**src/hw/rtl/crect_pkg.sv**
```systemverilog
// Shared constants, widths and register codes for the rectangle fill stage.
package crect_pkg;

    localparam int COORD_BITS = 12;

    localparam int COLOR_W   = 8;
    localparam int ADDR_W    = 24;
    localparam int RECT_W    = 14;
    localparam int LIMIT_W   = 13;
    localparam int CFG_IDX_W = 3;
    localparam int CFG_DATA_W = 32;

    localparam int S_FIELDS_W = 2 * COORD_BITS + 3 * COLOR_W;
    localparam int S_DATA_W   = ((S_FIELDS_W + 7) / 8) * 8;
    localparam int M_FIELDS_W = 3 * COLOR_W + ADDR_W;
    localparam int M_DATA_W   = ((M_FIELDS_W + 7) / 8) * 8;

    // Signed compare width: coordinate plus sign, or rectangle sum plus carry.
    localparam int CMP_W  = (COORD_BITS + 1 > RECT_W + 1) ? COORD_BITS + 1 : RECT_W + 1;
    localparam int CLIP_W = (COORD_BITS > LIMIT_W) ? COORD_BITS : LIMIT_W;
    localparam int ADDR_CALC_W = (COORD_BITS + LIMIT_W + 1 > ADDR_W) ?
                                 COORD_BITS + LIMIT_W + 1 : ADDR_W;

    localparam logic [COLOR_W-1:0] ALPHA_OPAQUE = 8'd255;
    localparam logic [COLOR_W-1:0] ALPHA_CLEAR  = 8'd0;

    localparam logic signed [RECT_W-1:0] RESET_RECT  = '0;
    localparam logic [LIMIT_W-1:0] RESET_CLIP        = 13'd4096;
    localparam logic [LIMIT_W-1:0] RESET_SCREEN_W    = 13'd1024;
    localparam logic [CFG_DATA_W-1:0] RESET_FILL     = '0;

    typedef enum logic [CFG_IDX_W-1:0] {
        REG_RECT_X       = 3'd0,
        REG_RECT_Y       = 3'd1,
        REG_RECT_WIDTH   = 3'd2,
        REG_RECT_HEIGHT  = 3'd3,
        REG_CLIP_MAX_X   = 3'd4,
        REG_CLIP_MAX_Y   = 3'd5,
        REG_LINE_PITCH   = 3'd6,
        REG_FILL_RGBA    = 3'd7
    } cfg_index_t;

endpackage

```
**src/hw/rtl/clipped_rect_alpha_fill.sv**
```systemverilog
// Top level of the clipped, alpha-blended rectangle fill pixel stage.
//
// Per-pixel stage of a 2D rectangle fill. Each input beat carries one
// framebuffer pixel (column, row, current RGB); each input beat yields exactly
// one output beat with the new RGB, a write flag on m_tuser and the linear
// pixel address row * line pitch + column, wrapped to 24 bits. A pixel is
// filled when it lies inside the rectangle, inside columns 0 .. clip_max_x-1
// and rows 0 .. clip_max_y-1, and the fill alpha is nonzero. Alpha 255 writes
// the solid fill color; other alphas blend each channel as
// (old*(255-a) + fill*a) >> 8. The stage takes one beat per clock while the
// output is not stalled; each beat passes an input register, then one level
// of logic (the row-by-width multiply for the address, one 8x8 multiply
// pair per color channel) into the output register. The input register
// also advances whenever it is empty, so a stall on m_tready only blocks
// s_tready when both are full. Program the registers only while no beat is
// in flight; writes take effect on the next clock and there is no read-back.
module clipped_rect_alpha_fill
    import crect_pkg::*;
(
    input  logic                   aclk,
    input  logic                   aresetn,

    input  logic                   cfg_we,
    input  logic [CFG_IDX_W-1:0]   cfg_index,
    input  logic [CFG_DATA_W-1:0]  cfg_wdata,

    input  logic                   s_tvalid,
    output logic                   s_tready,
    // pixel_x, pixel_y, dest_red, dest_green, dest_blue (lowest bits first)
    input  logic [S_DATA_W-1:0]    s_tdata,

    output logic                   m_tvalid,
    input  logic                   m_tready,
    // out_red, out_green, out_blue, pixel_address (lowest bits first)
    output logic [M_DATA_W-1:0]    m_tdata,
    // pixel_written
    output logic                   m_tuser
);

    // Configuration registers
    logic signed [RECT_W-1:0] rect_x_reg, rect_y_reg, rect_w_reg, rect_h_reg;
    logic [LIMIT_W-1:0]       clip_x_reg, clip_y_reg, screen_w_reg;
    logic [CFG_DATA_W-1:0]    fill_reg;

    always_ff @(posedge aclk) begin
        if (!aresetn) begin
            rect_x_reg   <= RESET_RECT;
            rect_y_reg   <= RESET_RECT;
            rect_w_reg   <= RESET_RECT;
            rect_h_reg   <= RESET_RECT;
            clip_x_reg   <= RESET_CLIP;
            clip_y_reg   <= RESET_CLIP;
            screen_w_reg <= RESET_SCREEN_W;
            fill_reg     <= RESET_FILL;
        end else if (cfg_we) begin
            unique case (cfg_index_t'(cfg_index))
                REG_RECT_X:       rect_x_reg   <= signed'(cfg_wdata[RECT_W-1:0]);
                REG_RECT_Y:       rect_y_reg   <= signed'(cfg_wdata[RECT_W-1:0]);
                REG_RECT_WIDTH:   rect_w_reg   <= signed'(cfg_wdata[RECT_W-1:0]);
                REG_RECT_HEIGHT:  rect_h_reg   <= signed'(cfg_wdata[RECT_W-1:0]);
                REG_CLIP_MAX_X:   clip_x_reg   <= cfg_wdata[LIMIT_W-1:0];
                REG_CLIP_MAX_Y:   clip_y_reg   <= cfg_wdata[LIMIT_W-1:0];
                REG_LINE_PITCH:   screen_w_reg <= cfg_wdata[LIMIT_W-1:0];
                REG_FILL_RGBA:    fill_reg     <= cfg_wdata;
                default: ;
            endcase
        end
    end

    // Handshake: the output stage frees when empty or drained, the input
    // stage frees when empty or moving into the output stage.
    logic in_valid_reg, out_valid_reg;
    logic out_adv, in_adv;

    assign out_adv  = !out_valid_reg || m_tready;
    assign in_adv   = !in_valid_reg || out_adv;
    assign s_tready = in_adv;
    assign m_tvalid = out_valid_reg;

    // Input register
    logic [COORD_BITS-1:0] px_reg, py_reg;
    logic [COLOR_W-1:0]    red_reg, green_reg, blue_reg;

    always_ff @(posedge aclk) begin
        if (!aresetn) begin
            in_valid_reg <= 1'b0;
        end else if (in_adv) begin
            in_valid_reg <= s_tvalid;
        end
    end

    always_ff @(posedge aclk) begin
        if (in_adv && s_tvalid) begin
            px_reg    <= s_tdata[COORD_BITS-1:0];
            py_reg    <= s_tdata[2*COORD_BITS-1 -: COORD_BITS];
            red_reg   <= s_tdata[2*COORD_BITS +: COLOR_W];
            green_reg <= s_tdata[2*COORD_BITS+COLOR_W +: COLOR_W];
            blue_reg  <= s_tdata[2*COORD_BITS+2*COLOR_W +: COLOR_W];
        end
    end

    function automatic logic [COLOR_W-1:0] blend8(
        input logic [COLOR_W-1:0] old_v,
        input logic [COLOR_W-1:0] src_v,
        input logic [COLOR_W-1:0] alpha
    );
        logic [2*COLOR_W:0] acc;
        acc = (2*COLOR_W+1)'(old_v * (ALPHA_OPAQUE - alpha))
            + (2*COLOR_W+1)'(src_v * alpha);
        return acc[2*COLOR_W-1:COLOR_W];
    endfunction

    // Hit test against the rectangle and the clip window, color blend and pixel address
    logic signed [CMP_W-1:0] sx, sy, rx0, ry0, rx1, ry1;
    logic                    hit;
    logic [COLOR_W-1:0]      fill_r, fill_g, fill_b, fill_a;
    logic                    written_next;
    logic [COLOR_W-1:0]      red_next, green_next, blue_next;
    logic [ADDR_CALC_W-1:0]  addr_full;
    logic [ADDR_W-1:0]       addr_next;

    always_comb begin
        sx  = signed'(CMP_W'(px_reg));
        sy  = signed'(CMP_W'(py_reg));
        rx0 = CMP_W'(rect_x_reg);
        ry0 = CMP_W'(rect_y_reg);
        rx1 = rx0 + CMP_W'(rect_w_reg);
        ry1 = ry0 + CMP_W'(rect_h_reg);
        hit = (sx >= rx0) && (sx < rx1) && (CLIP_W'(px_reg) < CLIP_W'(clip_x_reg))
           && (sy >= ry0) && (sy < ry1) && (CLIP_W'(py_reg) < CLIP_W'(clip_y_reg));

        fill_r = fill_reg[31:24];
        fill_g = fill_reg[23:16];
        fill_b = fill_reg[15:8];
        fill_a = fill_reg[7:0];

        written_next = hit && (fill_a != ALPHA_CLEAR);
        red_next   = red_reg;
        green_next = green_reg;
        blue_next  = blue_reg;
        if (written_next) begin
            if (fill_a == ALPHA_OPAQUE) begin
                red_next   = fill_r;
                green_next = fill_g;
                blue_next  = fill_b;
            end else begin
                red_next   = blend8(red_reg, fill_r, fill_a);
                green_next = blend8(green_reg, fill_g, fill_a);
                blue_next  = blend8(blue_reg, fill_b, fill_a);
            end
        end

        addr_full = ADDR_CALC_W'(py_reg) * ADDR_CALC_W'(screen_w_reg)
                  + ADDR_CALC_W'(px_reg);
        addr_next = addr_full[ADDR_W-1:0];
    end

    // Output register
    logic [COLOR_W-1:0] out_red_reg, out_green_reg, out_blue_reg;
    logic [ADDR_W-1:0]  out_addr_reg;
    logic               out_written_reg;

    always_ff @(posedge aclk) begin
        if (!aresetn) begin
            out_valid_reg <= 1'b0;
        end else if (out_adv) begin
            out_valid_reg <= in_valid_reg;
        end
    end

    always_ff @(posedge aclk) begin
        if (out_adv && in_valid_reg) begin
            out_red_reg     <= red_next;
            out_green_reg   <= green_next;
            out_blue_reg    <= blue_next;
            out_addr_reg    <= addr_next;
            out_written_reg <= written_next;
        end
    end

    assign m_tdata = M_DATA_W'({out_addr_reg, out_blue_reg, out_green_reg, out_red_reg});
    assign m_tuser = out_written_reg;

`ifndef SYNTHESIS
    // Reset empties both stages.
    a_reset_empty: assert property (@(posedge aclk)
        !aresetn |=> !in_valid_reg && !out_valid_reg)
        else $error("pipeline not empty after reset");

    // An empty input stage never refuses a beat.
    a_empty_ready: assert property (@(posedge aclk) disable iff (!aresetn)
        !in_valid_reg |-> s_tready)
        else $error("input stage empty but not ready");

    // An accepted beat occupies the input stage on the next cycle.
    a_accept_holds: assert property (@(posedge aclk) disable iff (!aresetn)
        s_tvalid && s_tready |=> in_valid_reg)
        else $error("accepted beat lost");

    // A beat moving forward always shows up on the output.
    a_move_out: assert property (@(posedge aclk) disable iff (!aresetn)
        in_valid_reg && out_adv |=> m_tvalid)
        else $error("beat lost between stages");

    // With nothing behind it, a drained output beat leaves the output empty.
    a_drain: assert property (@(posedge aclk) disable iff (!aresetn)
        m_tvalid && m_tready && !in_valid_reg |=> !m_tvalid)
        else $error("beat repeated on output");
`endif

endmodule
```
**config.mk**
```make
export PLATFORM = sky130hd
export DESIGN_NAME = clipped_rect_alpha_fill
export DESIGN_NICKNAME = d
export VERILOG_FILES = /design/src/hw/rtl/crect_pkg.sv /design/src/hw/rtl/clipped_rect_alpha_fill.sv
export SDC_FILE = /design/constraint.sdc
export NUM_CORES = 2
export LEC_CHECK = 0
export ABC_AREA = 1
export BUFFER_PORTS_ARGS = -buffer_cell sky130_fd_sc_hd__buf_2
export CAP_MARGIN = 10
export CORE_MARGIN = 10
export CORE_UTILIZATION = 30
export CTS_BUF_LIST = sky130_fd_sc_hd__clkbuf_16
export DETAILED_ROUTE_END_ITERATION = 10
export REMOVE_ABC_BUFFERS = 1
export SYNTH_ARGS = -nofsm -noshare
export SYNTH_HDL_FRONTEND = slang
export SYNTH_SLANG_ARGS = --single-unit
```
**constraint.sdc**
```tcl
create_clock -name aclk -period 8.3 [get_ports aclk]
set_input_delay 0.83 -clock aclk [delete_from_list [all_inputs] [get_ports aclk]]
set_output_delay 0.83 -clock aclk [all_outputs]
set_load 0.01 [all_outputs]
```
==> flow_summary.yaml <==
power:
  power_mw: 6.86
  p_leak_nw: 17.7
  ir_worst_vdd_uv: 172
  powerDensity_mw_per_mm2: 212
route:
  wirelength_um: 81900
  via_count: 23600
  first_pass_iters: 5
  drcViolationCount: 0
  via_per_inst: 4.65
  drt_iter0_drc: 1555
  drt-wirelength-per-cell_um: 16.2
  drtAntennaViolNets: 0
yosys:
  netlist_top_cells_area: "fa_1 28%, ha_1 15%, inv_1 11%"
  post_synth.cell_area_avg_um2: 7.92
  synth_top_family_by_area: "adder cells"
  synthCells: 3717
  synth_xor_area_share_pct: 1.78
  ys_ff_latch: 226
  synth.distinct_cells: 50
  yosysWarnings: 0
  synth_compound_area_share_pct: 6.49
  async_reset_ff_share_pct: 0
  seq_area_frac_synth_pct: 18.7
  synthMuxAreaShare_pct: 0
  syn_area_mm2: 0.0295
  synth_top_area_share_pct: 27.6
  synth_top_area_cell: "fa_1"
  synth_top_flop_cell: "dfxtp_1"
  synth-edff-count: 97
  synth-adder-area-share_pct: 42.5
  synth-simple-area-share_pct: 17.2
setup_path:
  critPathMaxStageDelay_ps: 940
  crit_path_end_kind: "flip-flop"
  path_common_cell: "fa_1"
  setup.worst_path.start: "fill_reg[3]"
  crit_chain: "inv_1 -> nand2_1 -> fa_1 -> fa_1 -> inv_1 -> fa_1 -> fa_1 -> fa_1 -> inv_1 -> fa_1 -> inv_1 -> ha_1 -> a21oi_1 -> o21ai_0 -> nand2_1 -> nand4_1 -> or2_2 -> nand3_1 -> nand2_1 -> nand4_1 -> nand2_1"
  r2r_cells: 21
  cp.required_ps: 8670
  worst-path-max-fanout: 21
  r2r-start: "fill_reg[3]"
  cp_slowest_cell: "dfxtp_1"
  r2r-end: "out_blue_reg[6]"
  worst-r2r-setup-slack_ps: 1680
  arrival_ps: 6990
  start_kind: "flip-flop"
  crit_end: "out_blue_reg[6]"
  worstSetupPathType: "flip-flop to flip-flop"
timing:
  setup_viol: 0
  hold_ws_ps: 379
  min_period_ps: 6620
  setup-tns-final_ps: 0
  max_slew_margin_pct: 34.7
  drv_slew: 0
  postLayoutSetupSlackWorst_ps: 1680
  skew_ps: 15.7
  fin_crit_sh_pct: 79.7
  rsz0062_at_grt: "no"
  hold_viol_final: 0
  fmax_ghz: 0.151
  tightest_slew_ps: 978
cells_and_area:
  regArea_mm2: 0.00550
  final.fill_count: 10300
  fin_util_pct: 33.3
  drive_above_1_share_pct: 5.94
  largest_reg_flops: 32
  nets: 4609
  antenna_cells: 0
  multi_input_area_mm2: 0.0200
  syn_to_final_growth_pct: 9.77
  final_area_mm2: 0.0323
  fin_cells: 5065
clock_tree:
  cts_tree: "yes"
  clkLatencyLatePin_ps: 620
  cts_resized: 0
  cts_num_sinks: 226
  cts-root-buf: "clkbuf_16"
  cts_buffers: 30
  clk_pin_slew_worst_paths_ps: 60
  ctsHoldBuffers: 0
  clk_path_buf_depth: 3
  htree_levels: 1
  postCtsSetupBuffers: 0
grt:
  antenna_found_initial: 1
  grt_max_degree: 90
  grt_usage_pct: 14.6
  overflow: 0
  grt_pass1_vias: 24200
  grt_pass1_wl_um: 131000
die:
  fp.dieW_um: 333
  ios: 139
  coreArea_mm2: 0.0970
  row_count: 114
  die-area_mm2: 0.111
  start_util_pct: 30.4
  dieHeight_um: 333
placement:
  dpl_cell_area_mm2: 0.0313
  dp_slack_ps: 1730
  io_buffer_count: 138
  hpwl_um: 62400
  dp.cells: 5009
  gp_congestion: 0.868
status:
  status: "finished clean"
job:
  max-cap-violations: 0
worst_hold_path:
  hold_path.class: "primary input to flip-flop"
## synth_stat cells, drive strengths merged, types with 2 or more instances
cell and instances:
xor2 35, nand4 42, and2 2, a31oi 9
dfxtp 129, clkbuf 112, nor4 3, o21a 4
o21ai 171, or2 4, nor2 345, inv 902
a211oi 3, nand2 789, o211ai 5, fa 406
nor3b 3, a21o 5, o21bai 6, a21oi 148
edfxtp 97, nand3b 3, xnor2 24, nand3 70
ha 350, buf 30, nor3 8, a21boi 2
## layout by cell type (no fill, tap or decap), drive strengths merged, types with 2 or more instances in the layout
master / count
ha: 350
xnor2: 24
o21ai: 171
a21boi: 2
clkbuf: 32
a211oi: 3
dfxtp: 129
fa: 406
or2: 4
clkinv: 9
o21bai: 6
nor3: 8
a21o: 5
o211ai: 5
inv: 917
nand3b: 3
nand2: 789
nor2: 345
nor4: 3
nand4: 42
and2: 2
a21oi: 148
buf: 158
o21a: 4
nand3: 70
edfxtp: 97
xor2: 35
a31oi: 9
nor3b: 3
## area by class of cell
class                   instances  share of cell area [%]
flip-flops and latches        226                    17.0
repair buffers                158                    2.61
well taps                    1276                    4.94
inverters                     903                    10.5
clock buffers                  32                    2.48
clock inverters                24                   0.600
multi-input cells            2446                    61.9
## critical path: cells and delay by family, from the launching register on
kind                       cells  cell delay (ps)
adders and majority gates      7             3410
DFF                            1              940
and+or+nand+nor                8              910
buffers and inverters          4              720
AOI/OAI and AO/OA              2              390
## how the worst min path moves through the flow
stage	start	endpoint	slack, ps	cells after the start
6_report	s_tdata[23]	py_reg[11]	380	1
5_1_grt	s_tdata[20]	py_reg[8]	350	1
4_1_cts	s_tdata[22]	py_reg[10]	350	1
3_5_place_dp	clip_x_reg[3]	clip_x_reg[3]	450	2
3_3_place_gp	clip_x_reg[5]	clip_x_reg[5]	450	2
2_1_floorplan	clip_x_reg[10]	clip_x_reg[10]	430	2
## cell families after synthesis
family / count (synthesis)
compound gates: 361
flops: 226
xor+xnor: 59
buf+inv: 1045
fa+ha+maj: 756
simple gates: 1270
## metal layers
layer  global-route usage, %  vias to the layer above  wire length (um)
li1                        -                    11300                 -
met1                    19.5                    11400             36600
met2                    24.1                      743             37000
met3                    3.25                      109              6610
met4                    2.82                        2              1660
met5                       0                        -                 7
## power breakdown
part	switching (mW)	internal (mW)	total (mW)
combinational	2.55	1.63	4.19
clock	0.587	0.740	1.33
sequential	0.101	1.25	1.35
Note: power is estimated with default switching activity, not from simulation.
